## src/hw/rtl/jtl_pkg.sv

```systemverilog
`default_nettype none

package jtl_pkg;

  localparam int unsigned NUMBER_BITS = 64;
  localparam int unsigned NUM_OUT_W   = 64;
  localparam int unsigned ACC_EXT_W   = NUMBER_BITS + 4;

  localparam int unsigned QUEUE_DEPTH = 4;
  localparam int unsigned QPTR_W      = $clog2(QUEUE_DEPTH);
  localparam int unsigned QCNT_W      = $clog2(QUEUE_DEPTH + 1);

  // token kinds
  localparam logic [4:0] KIND_LBRACE     = 5'd0;
  localparam logic [4:0] KIND_RBRACE     = 5'd1;
  localparam logic [4:0] KIND_LBRACKET   = 5'd2;
  localparam logic [4:0] KIND_RBRACKET   = 5'd3;
  localparam logic [4:0] KIND_COLON      = 5'd4;
  localparam logic [4:0] KIND_COMMA      = 5'd5;
  localparam logic [4:0] KIND_STR_CHAR   = 5'd6;
  localparam logic [4:0] KIND_STR_END    = 5'd7;
  localparam logic [4:0] KIND_NUMBER     = 5'd8;
  localparam logic [4:0] KIND_TRUE       = 5'd9;
  localparam logic [4:0] KIND_FALSE      = 5'd10;
  localparam logic [4:0] KIND_NULL       = 5'd11;
  localparam logic [4:0] KIND_END        = 5'd12;
  localparam logic [4:0] KIND_ERR_WORD   = 5'd13;
  localparam logic [4:0] KIND_ERR_BYTE   = 5'd14;
  localparam logic [4:0] KIND_ERR_STRING = 5'd15;
  localparam logic [4:0] KIND_ERR_MINUS  = 5'd16;

  // characters
  localparam logic [7:0] CH_LBRACE   = 8'h7B;
  localparam logic [7:0] CH_RBRACE   = 8'h7D;
  localparam logic [7:0] CH_LBRACKET = 8'h5B;
  localparam logic [7:0] CH_RBRACKET = 8'h5D;
  localparam logic [7:0] CH_COLON    = 8'h3A;
  localparam logic [7:0] CH_COMMA    = 8'h2C;
  localparam logic [7:0] CH_QUOTE    = 8'h22;
  localparam logic [7:0] CH_MINUS    = 8'h2D;
  localparam logic [7:0] CH_ZERO     = 8'h30;
  localparam logic [7:0] CH_NINE     = 8'h39;
  localparam logic [7:0] CH_SPACE    = 8'h20;
  localparam logic [7:0] CH_TAB      = 8'h09;
  localparam logic [7:0] CH_CR       = 8'h0D;

  localparam logic [2:0] CAND_ALL = 3'b111;
  localparam logic [2:0] POS_MAX  = 3'd7;

  typedef enum logic [4:0] {
    MODE_IDLE   = 5'b00001,
    MODE_STRING = 5'b00010,
    MODE_NUMBER = 5'b00100,
    MODE_WORD   = 5'b01000,
    MODE_HALTED = 5'b10000
  } mode_e;

  typedef struct packed {
    logic [4:0]           kind;
    logic [7:0]           ch;
    logic [NUM_OUT_W-1:0] num;
    logic                 last;
  } tok_t;

  typedef struct packed {
    logic [1:0] count;
    tok_t       tok0;
    tok_t       tok1;
  } push_t;

  function automatic logic [2:0] kw_len(input logic [1:0] k);
    logic [2:0] r;
    case (k)
      2'd0:    r = 3'd4;
      2'd1:    r = 3'd5;
      2'd2:    r = 3'd4;
      default: r = 3'd0;
    endcase
    return r;
  endfunction

  function automatic logic [7:0] kw_char(input logic [1:0] k, input logic [2:0] pos);
    logic [7:0] r;
    r = 8'h00;
    case (k)
      2'd0: begin
        case (pos)
          3'd0: r = "t";
          3'd1: r = "r";
          3'd2: r = "u";
          3'd3: r = "e";
          default: r = 8'h00;
        endcase
      end
      2'd1: begin
        case (pos)
          3'd0: r = "f";
          3'd1: r = "a";
          3'd2: r = "l";
          3'd3: r = "s";
          3'd4: r = "e";
          default: r = 8'h00;
        endcase
      end
      2'd2: begin
        case (pos)
          3'd0: r = "n";
          3'd1: r = "u";
          3'd2: r = "l";
          3'd3: r = "l";
          default: r = 8'h00;
        endcase
      end
      default: r = 8'h00;
    endcase
    return r;
  endfunction

  // drop every keyword candidate that does not have c at position pos
  function automatic logic [2:0] kw_filter(input logic [2:0] cand, input logic [2:0] pos,
                                           input logic [7:0] c);
    logic [2:0] r;
    r = cand;
    for (int k = 0; k < 3; k++) begin
      if (!(pos < kw_len(2'(k)) && kw_char(2'(k), pos) == c)) r[k] = 1'b0;
    end
    return r;
  endfunction

endpackage

`default_nettype wire

```

## src/hw/rtl/jtl_core.sv

```systemverilog
`default_nettype none

module jtl_core (
  input  wire logic          clk_i,
  input  wire logic          rst_ni,
  input  wire logic          fire_i,
  input  wire logic [7:0]    byte_i,
  input  wire logic          eoi_i,
  output jtl_pkg::push_t     push_o
);

  localparam int unsigned NB = jtl_pkg::NUMBER_BITS;
  localparam int unsigned XW = jtl_pkg::ACC_EXT_W;
  localparam logic [NB-1:0] LIM     = NB'(1) << (NB - 1);
  localparam logic [XW-1:0] LIM_EXT = XW'(LIM);

  jtl_pkg::mode_e  mode_q, mode_d;
  logic [NB-1:0]   acc_q, acc_d;
  logic            neg_q, neg_d;
  logic            seen_q, seen_d;
  logic [2:0]      cand_q, cand_d;
  logic [2:0]      pos_q, pos_d;

  logic            is_ws, is_digit, is_letter;
  logic [7:0]      digit_val;
  logic [XW-1:0]   acc_ext, acc_mul;
  logic [NB-1:0]   acc_neg;
  logic [NB-1:0]   acc_pos;
  logic [2:0]      pos_inc;

  // outcome of lexing the byte as the start of a new token
  logic            idle_v;
  jtl_pkg::tok_t   idle_tok;
  jtl_pkg::mode_e  idle_mode;

  logic            first_v, run_idle;
  jtl_pkg::tok_t   first_tok;

  assign is_ws     = (byte_i == jtl_pkg::CH_SPACE) ||
                     (byte_i >= jtl_pkg::CH_TAB && byte_i <= jtl_pkg::CH_CR);
  assign is_digit  = (byte_i >= jtl_pkg::CH_ZERO) && (byte_i <= jtl_pkg::CH_NINE);
  assign is_letter = (byte_i >= "a" && byte_i <= "z") || (byte_i >= "A" && byte_i <= "Z");
  assign digit_val = byte_i - jtl_pkg::CH_ZERO;

  // acc * 10 + digit, as two shifts and adds
  assign acc_ext = XW'(acc_q);
  assign acc_mul = (acc_ext << 3) + (acc_ext << 1) + XW'(digit_val[3:0]);
  assign acc_neg = NB'(0) - acc_q;
  assign acc_pos = (acc_q >= LIM) ? LIM - NB'(1) : acc_q;
  assign pos_inc = (pos_q < jtl_pkg::POS_MAX) ? pos_q + 3'd1 : pos_q;

  always_comb begin
    idle_v    = 1'b0;
    idle_tok  = '0;
    idle_mode = jtl_pkg::MODE_IDLE;
    if (eoi_i) begin
      idle_v        = 1'b1;
      idle_tok.kind = jtl_pkg::KIND_END;
    end else if (is_ws) begin
      idle_v = 1'b0;
    end else if (byte_i == jtl_pkg::CH_QUOTE) begin
      idle_mode = jtl_pkg::MODE_STRING;
    end else if (is_digit || byte_i == jtl_pkg::CH_MINUS) begin
      idle_mode = jtl_pkg::MODE_NUMBER;
    end else if (is_letter) begin
      idle_mode = jtl_pkg::MODE_WORD;
    end else begin
      idle_v = 1'b1;
      case (byte_i)
        jtl_pkg::CH_LBRACE:   idle_tok.kind = jtl_pkg::KIND_LBRACE;
        jtl_pkg::CH_RBRACE:   idle_tok.kind = jtl_pkg::KIND_RBRACE;
        jtl_pkg::CH_LBRACKET: idle_tok.kind = jtl_pkg::KIND_LBRACKET;
        jtl_pkg::CH_RBRACKET: idle_tok.kind = jtl_pkg::KIND_RBRACKET;
        jtl_pkg::CH_COLON:    idle_tok.kind = jtl_pkg::KIND_COLON;
        jtl_pkg::CH_COMMA:    idle_tok.kind = jtl_pkg::KIND_COMMA;
        default: begin
          idle_tok.kind = jtl_pkg::KIND_ERR_BYTE;
          idle_mode     = jtl_pkg::MODE_HALTED;
        end
      endcase
      if (idle_mode != jtl_pkg::MODE_HALTED) idle_tok.ch = byte_i;
    end
  end

  always_comb begin
    mode_d    = mode_q;
    acc_d     = acc_q;
    neg_d     = neg_q;
    seen_d    = seen_q;
    cand_d    = cand_q;
    pos_d     = pos_q;
    first_v   = 1'b0;
    first_tok = '0;
    run_idle  = 1'b0;

    unique case (mode_q)
      jtl_pkg::MODE_HALTED: begin
        mode_d = jtl_pkg::MODE_HALTED;
      end
      jtl_pkg::MODE_STRING: begin
        first_v = 1'b1;
        if (eoi_i) begin
          first_tok.kind = jtl_pkg::KIND_ERR_STRING;
          mode_d         = jtl_pkg::MODE_HALTED;
        end else if (byte_i == jtl_pkg::CH_QUOTE) begin
          first_tok.kind = jtl_pkg::KIND_STR_END;
          mode_d         = jtl_pkg::MODE_IDLE;
        end else begin
          first_tok.kind = jtl_pkg::KIND_STR_CHAR;
          first_tok.ch   = byte_i;
        end
      end
      jtl_pkg::MODE_NUMBER: begin
        if (!eoi_i && is_digit) begin
          acc_d  = (acc_mul > LIM_EXT) ? LIM : acc_mul[NB-1:0];
          seen_d = 1'b1;
        end else if (!seen_q) begin
          // minus sign with no digit; the closing byte is dropped
          first_v        = 1'b1;
          first_tok.kind = jtl_pkg::KIND_ERR_MINUS;
          mode_d         = jtl_pkg::MODE_HALTED;
        end else begin
          first_v        = 1'b1;
          first_tok.kind = jtl_pkg::KIND_NUMBER;
          first_tok.num  = neg_q ? jtl_pkg::NUM_OUT_W'(signed'(acc_neg))
                                 : jtl_pkg::NUM_OUT_W'(acc_pos);
          run_idle       = 1'b1;
        end
      end
      jtl_pkg::MODE_WORD: begin
        if (!eoi_i && is_letter) begin
          cand_d = jtl_pkg::kw_filter(cand_q, pos_q, byte_i);
          pos_d  = pos_inc;
        end else begin
          first_v  = 1'b1;
          run_idle = 1'b1;
          if (cand_q[0] && pos_q == jtl_pkg::kw_len(2'd0)) begin
            first_tok.kind = jtl_pkg::KIND_TRUE;
          end else if (cand_q[1] && pos_q == jtl_pkg::kw_len(2'd1)) begin
            first_tok.kind = jtl_pkg::KIND_FALSE;
          end else if (cand_q[2] && pos_q == jtl_pkg::kw_len(2'd2)) begin
            first_tok.kind = jtl_pkg::KIND_NULL;
          end else begin
            first_tok.kind = jtl_pkg::KIND_ERR_WORD;
            mode_d         = jtl_pkg::MODE_HALTED;
            run_idle       = 1'b0;
          end
        end
      end
      jtl_pkg::MODE_IDLE: begin
        run_idle = 1'b1;
      end
      default: begin
        run_idle = 1'b1;
      end
    endcase

    if (run_idle) begin
      mode_d = idle_mode;
      if (idle_mode == jtl_pkg::MODE_NUMBER) begin
        neg_d  = (byte_i == jtl_pkg::CH_MINUS);
        seen_d = (byte_i != jtl_pkg::CH_MINUS);
        acc_d  = (byte_i == jtl_pkg::CH_MINUS) ? '0 : NB'(digit_val[3:0]);
      end
      if (idle_mode == jtl_pkg::MODE_WORD) begin
        cand_d = jtl_pkg::kw_filter(jtl_pkg::CAND_ALL, 3'd0, byte_i);
        pos_d  = 3'd1;
      end
    end
  end

  always_comb begin
    push_o = '0;
    if (fire_i) begin
      if (first_v && run_idle && idle_v) begin
        push_o.count     = 2'd2;
        push_o.tok0      = first_tok;
        push_o.tok1      = idle_tok;
        push_o.tok1.last = 1'b1;
      end else if (first_v) begin
        push_o.count     = 2'd1;
        push_o.tok0      = first_tok;
        push_o.tok0.last = 1'b1;
      end else if (run_idle && idle_v) begin
        push_o.count     = 2'd1;
        push_o.tok0      = idle_tok;
        push_o.tok0.last = 1'b1;
      end
    end
  end

  always_ff @(posedge clk_i or negedge rst_ni) begin
    if (!rst_ni) begin
      mode_q <= jtl_pkg::MODE_IDLE;
      acc_q  <= '0;
      neg_q  <= 1'b0;
      seen_q <= 1'b0;
      cand_q <= jtl_pkg::CAND_ALL;
      pos_q  <= 3'd0;
    end else if (fire_i) begin
      mode_q <= mode_d;
      acc_q  <= acc_d;
      neg_q  <= neg_d;
      seen_q <= seen_d;
      cand_q <= cand_d;
      pos_q  <= pos_d;
    end
  end

endmodule

`default_nettype wire

```

## src/hw/rtl/jtl_queue.sv

```systemverilog
`default_nettype none

module jtl_queue (
  input  wire logic          clk_i,
  input  wire logic          rst_ni,
  input  wire jtl_pkg::push_t push_i,
  output logic               room_o,
  output logic               valid_o,
  input  wire logic          ready_i,
  output jtl_pkg::tok_t      tok_o
);

  localparam int unsigned PW = jtl_pkg::QPTR_W;
  localparam int unsigned CW = jtl_pkg::QCNT_W;

  jtl_pkg::tok_t mem_q [jtl_pkg::QUEUE_DEPTH];
  logic [PW-1:0] wr_ptr_q, rd_ptr_q;
  logic [CW-1:0] cnt_q;
  logic          pop;

  // two free entries are needed, since one transaction can leave two tokens
  assign room_o  = cnt_q <= CW'(jtl_pkg::QUEUE_DEPTH - 2);
  assign valid_o = cnt_q != '0;
  assign pop     = valid_o && ready_i;
  assign tok_o   = mem_q[rd_ptr_q];

  always_ff @(posedge clk_i) begin
    if (push_i.count != 2'd0) mem_q[wr_ptr_q] <= push_i.tok0;
    if (push_i.count == 2'd2) mem_q[wr_ptr_q + PW'(1)] <= push_i.tok1;
  end

  always_ff @(posedge clk_i or negedge rst_ni) begin
    if (!rst_ni) begin
      wr_ptr_q <= '0;
      rd_ptr_q <= '0;
      cnt_q    <= '0;
    end else begin
      wr_ptr_q <= wr_ptr_q + PW'(push_i.count);
      if (pop) rd_ptr_q <= rd_ptr_q + PW'(1);
      cnt_q <= cnt_q + CW'(push_i.count) - CW'(pop);
    end
  end

endmodule

`default_nettype wire

```

## src/hw/rtl/json_token_lexer.sv

```systemverilog
// Byte-serial JSON lexer. Each input transaction carries one byte or an
// end-of-input mark and is lexed in the cycle it is accepted; its tokens
// (zero, one or two) enter a four-entry result queue and appear on the output
// from the next cycle on, one per cycle. A byte is taken every cycle while the
// queue has two free entries, so a stream runs at one byte per clock as long
// as the sink takes one token per cycle; a byte that both closes a number or
// word and opens punctuation or end-of-input yields two tokens, and the
// queue's single read port then sets the pace at one token per cycle.
// last_of_run_o marks the final token of each input transaction. After an
// error token the lexer still accepts bytes but yields nothing until reset.
`default_nettype none

module json_token_lexer (
  input  wire logic               clk_i,
  input  wire logic               rst_ni,
  input  wire logic               in_valid_i,
  output logic                    in_ready_o,
  input  wire logic [7:0]         byte_in_i,
  input  wire logic               end_of_input_i,
  output logic                    out_valid_o,
  input  wire logic               out_ready_i,
  output logic [4:0]              token_kind_o,
  output logic [7:0]              char_value_o,
  output logic signed [63:0]      number_value_o,
  output logic                    last_of_run_o
);

  jtl_pkg::push_t push;
  jtl_pkg::tok_t  tok;
  logic           room;
  logic           fire;

  assign in_ready_o = room;
  assign fire       = in_valid_i && room;

  jtl_core u_core (
    .clk_i  (clk_i),
    .rst_ni (rst_ni),
    .fire_i (fire),
    .byte_i (byte_in_i),
    .eoi_i  (end_of_input_i),
    .push_o (push)
  );

  jtl_queue u_queue (
    .clk_i   (clk_i),
    .rst_ni  (rst_ni),
    .push_i  (push),
    .room_o  (room),
    .valid_o (out_valid_o),
    .ready_i (out_ready_i),
    .tok_o   (tok)
  );

  assign token_kind_o   = tok.kind;
  assign char_value_o   = tok.ch;
  assign number_value_o = signed'(tok.num);
  assign last_of_run_o  = tok.last;

endmodule

`default_nettype wire

```

## config.mk

```make
export PLATFORM = sky130hd
export DESIGN_NAME = json_token_lexer
export DESIGN_NICKNAME = d
export VERILOG_FILES = /design/src/hw/rtl/jtl_pkg.sv /design/src/hw/rtl/jtl_core.sv /design/src/hw/rtl/jtl_queue.sv /design/src/hw/rtl/json_token_lexer.sv
export SDC_FILE = /design/constraint.sdc
export NUM_CORES = 1
export LEC_CHECK = 0
export BUFFER_PORTS_ARGS = -buffer_cell sky130_fd_sc_hd__buf_2
export CAP_MARGIN = 20
export CORE_ASPECT_RATIO = 1.25
export CORE_MARGIN = 5
export CORE_UTILIZATION = 45
export DETAILED_ROUTE_END_ITERATION = 8
export GPL_TIMING_DRIVEN = 0
export HOLD_SLACK_MARGIN = 0.1
export MAX_ROUTING_LAYER = met4
export PLACE_DENSITY = 0.72
export SETUP_SLACK_MARGIN = 0.4
export SKIP_CTS_REPAIR_TIMING = 1
export SLEW_MARGIN = 20
export SYNTH_ARGS = -nofsm -noshare
export SYNTH_HDL_FRONTEND = slang
export SYNTH_SLANG_ARGS = --single-unit
```

## constraint.sdc

```tcl
create_clock -name clk_i -period 5.7 [get_ports clk_i]
set_clock_uncertainty 0.15 [all_clocks]
set_input_delay 0 -clock clk_i [delete_from_list [all_inputs] [get_ports clk_i]]
set_output_delay 0 -clock clk_i [all_outputs]
set_load 0.005 [all_outputs]
```

==> flow_metrics.env <==
export IMPL_status="completed"
export IMPL_track_usage_pct=29.34
export IMPL_die_w_um=215.5
export IMPL_ys_ff_latch=396
export IMPL_crit_slowest_cell="dfrtp_1"
export IMPL_hp_class="input pin to flop"
export IMPL_pre_cts_slack_ns=0.05563
export IMPL_worstPathArrival_ns=5.46
export IMPL_synthTopCellsByArea="dfxtp_1 22%, dfrtp_1 8.4%, mux4_2 7.4%"
export IMPL_clk_pin_slew_ns=0.06
export IMPL_antenna_found_initial=0
export IMPL_synth_nets=2840
export IMPL_placed_cells_incl_taps=3447
export IMPL_globalplace_congestion=0.9751
export IMPL_num_vias=23040
export IMPL_yosysSeqAreaShare_pct=37.36
export IMPL_tns_ns=0
export IMPL_io_buffers=86
export IMPL_cp_end_kind="flop"
export IMPL_drt_iter0_drc=2338
export IMPL_grt_max_degree=49
export IMPL_grt_setup_unrepaired="true"
export IMPL_drc=0
export IMPL_drtPass1Iterations=9
export IMPL_syn_area_um2=23750
export IMPL_cts_tree="built"
export IMPL_yosysTopAreaCellShare_pct=21.91
export IMPL_period_share_pct=90.63
export IMPL_ys_warn_count=0
export IMPL_critPathKind="flop to flop"
export IMPL_tightest_slew_ns=1.124
export IMPL_critPathMaxStageDelay_ns=0.59
export IMPL_postSynthCellCount=2687
export IMPL_ys_top_cells_by_count="385 x nand2_1, 312 x o21ai_0, 260 x dfxtp_1, 165 x nor2_1, 149 x a21oi_1"
export IMPL_path_buf_inv=1
export IMPL_async_reset_ff_share_pct=21.21
export IMPL_fill_cells=4852
export IMPL_std_cell_rows=94
export IMPL_layout_drive_gt1_share_pct=11.42
export IMPL_utilization_pct=51.07
export IMPL_htree_num_levels=2
export IMPL_diodes=0
export IMPL_drv_cap=0
export IMPL_overflow=0
export IMPL_final_hold_violation_count=0
export IMPL_ios=93
export IMPL_grt_pass1_wl_um=130900
export IMPL_cellPowerDensity_nw_per_um2=317.4
export IMPL_vdd_drop_max_v=0.0002297
export IMPL_synth_distinct_cells=89
export IMPL_synth_top_area_cell="dfxtp_1"
export IMPL_leakage_uw=0.01080
export IMPL_yosysMostFrequentCell="nand2_1"
export IMPL_cts_root_buf="clkbuf_16"
export IMPL_area_growth_pct=12.79
export IMPL_finish_instance_area_um2=26790
export IMPL_finalNetCount=2985
export IMPL_maxSlewViolCount=0
export IMPL_viasPerCell=6.518
export IMPL_wire_per_inst_um=24.23
export IMPL_core_area_um2=52460
export IMPL_slew_limit_headroom_pct=24.29
export IMPL_critPathLaunchType="flop"
export IMPL_antenna_left=0
export IMPL_synth_edf_count=52
export IMPL_fin_crit_ns=5.166
export IMPL_worst_slack_ns=0.5339
export IMPL_worstPathMaxFanout=8
export IMPL_die_area_um2=57500
export IMPL_required_ns=6.00
export IMPL_hpwl_um=66350
export IMPL_numCtsBuffers=40
export IMPL_die_height_um=266.9
export IMPL_stdcell_count=3535
export IMPL_wirelength_um=85650
export IMPL_ys_flop_type="dfxtp_1"
export IMPL_cpLargestDelayFamily="compound AO/OA/AOI/OAI gates"
export IMPL_grt_pass1_vias=22510
export IMPL_fmax_ghz=0.1936
export IMPL_clock_sinks=396
export IMPL_initial_utilization_pct=45.28
export IMPL_synth_area_per_cell_um2=8.839
export IMPL_clk_latency_ns=0.56
export IMPL_dpl_cell_area_um2=25060
export IMPL_clk_path_buf_depth=3
export IMPL_setup_viol=0
export IMPL_cp_cell_sequence="ha_1, ha_1, buf_2, nand2_1, nor4_1, a211oi_1, a21oi_2, a21oi_1, o31ai_1, xor2_1, or4_1, nor3_1, a31oi_2, o31ai_1"
[kinds of logic (layout without fill, tap and decap cells)]
group	after synthesis	after routing	share of synthesized area [%]
simple gates	928	928	18.50
compound gates	859	859	23.15
flops	396	396	37.36
buf+inv	222	398	3.724
fa+ha+maj	140	140	7.470
mux	84	84	7.654
xor+xnor	58	58	2.139
[layout by cell type, fill, tap and decap left out, types with 30 or more instances in the layout]
cell type,count
nor2_1,164
a31oi_1,55
a32o_1,34
nand4_1,45
buf_2,120
clkbuf_16,44
edfxtp_1,52
clkbuf_1,137
o21ai_0,307
inv_1,37
nand2_1,385
a22o_1,71
ha_1,137
mux4_2,78
nor3_1,69
o31ai_1,35
dfrtp_1,78
xor2_1,30
a21oi_1,148
nand3_1,94
dfxtp_1,260
[routing by layer]
metal  global-route usage [%]  vias up  routed length, µm
met1                    34.16    11210              32390
met2                    49.91     1129              41920
met4                    14.93        0               5115
li1                         -    10420                  -
met5                        -        -                  0
met3                    3.936      285               6234
[tightest hold or removal path, stage by stage]
cell	delay, ns
clkbuf_1	0.28
or4_1	0.31
o31ai_1	0.11
[where the power goes]
group / internal, µW / switching (µW) / leakage, µW
clock network: 1700 / 1140 / 0.000717
logic: 864 / 1790 / 0.00639
registers: 2940 / 58.4 / 0.00369
[stage by stage]
step	hold slack (ns)	power (µW)
2_1_floorplan	-0.4456	4825
3_3_place_gp	0.2711	5601
3_5_place_dp	-0.1308	5651
4_1_cts	-0.6957	8461
5_1_grt	0.1028	8839
6_report	0.06320	8502
[sequential cells by signal (all words and copies together) (netlist names)]
name,count
u_queue.mem_q,312
u_core.acc_q,64
u_core.mode_q,5
u_core.cand_q,3
u_core.pos_q,3
u_queue.cnt_q,3
u_queue.rd_ptr_q,2
u_queue.wr_ptr_q,2
u_core.neg_q,1
u_core.seen_q,1
[layout make-up]
| cell class | count | area (µm²) | area share (%) |
|---|---|---|---|
| buffer | 182 | 735.7 | 2.746 |
| clock buffer | 65 | 1330 | 4.965 |
| clock inverter | 8 | 121.4 | 0.4530 |
| inverter | 40 | 153.9 | 0.5745 |
| multi-input combinational | 2069 | 14100 | 52.62 |
| sequential | 396 | 8876 | 33.13 |
| tap | 672 | 840.8 | 3.139 |
| timing repair buffer | 103 | 635.6 | 2.373 |
[worst paths after layout]
path,from,to,slack [ns],depth (start not counted)
worst min-delay path,byte_in_i[3],u_core.mode_q[1]$_DFFE_PN0P_,0.06,3
max in group asynchronous,rst_ni,u_core.acc_q[43]$_DFFE_PN0P_,4.69,4
worst max-delay path,u_core.acc_q[11]$_DFFE_PN0P_,u_core.acc_q[3]$_DFFE_PN0P_,0.53,14
worst max register to register,u_core.acc_q[11]$_DFFE_PN0P_,u_core.acc_q[3]$_DFFE_PN0P_,0.53,14
min in group asynchronous,rst_ni,u_core.cand_q[1]$_DFFE_PN1P_,0.44,3
worst min register to register,u_queue.mem_q[2][36]$_SDFFE_PP0P_,u_queue.mem_q[2][36]$_SDFFE_PP0P_,0.30,2
Note: power is estimated with default switching activity, not from simulation.
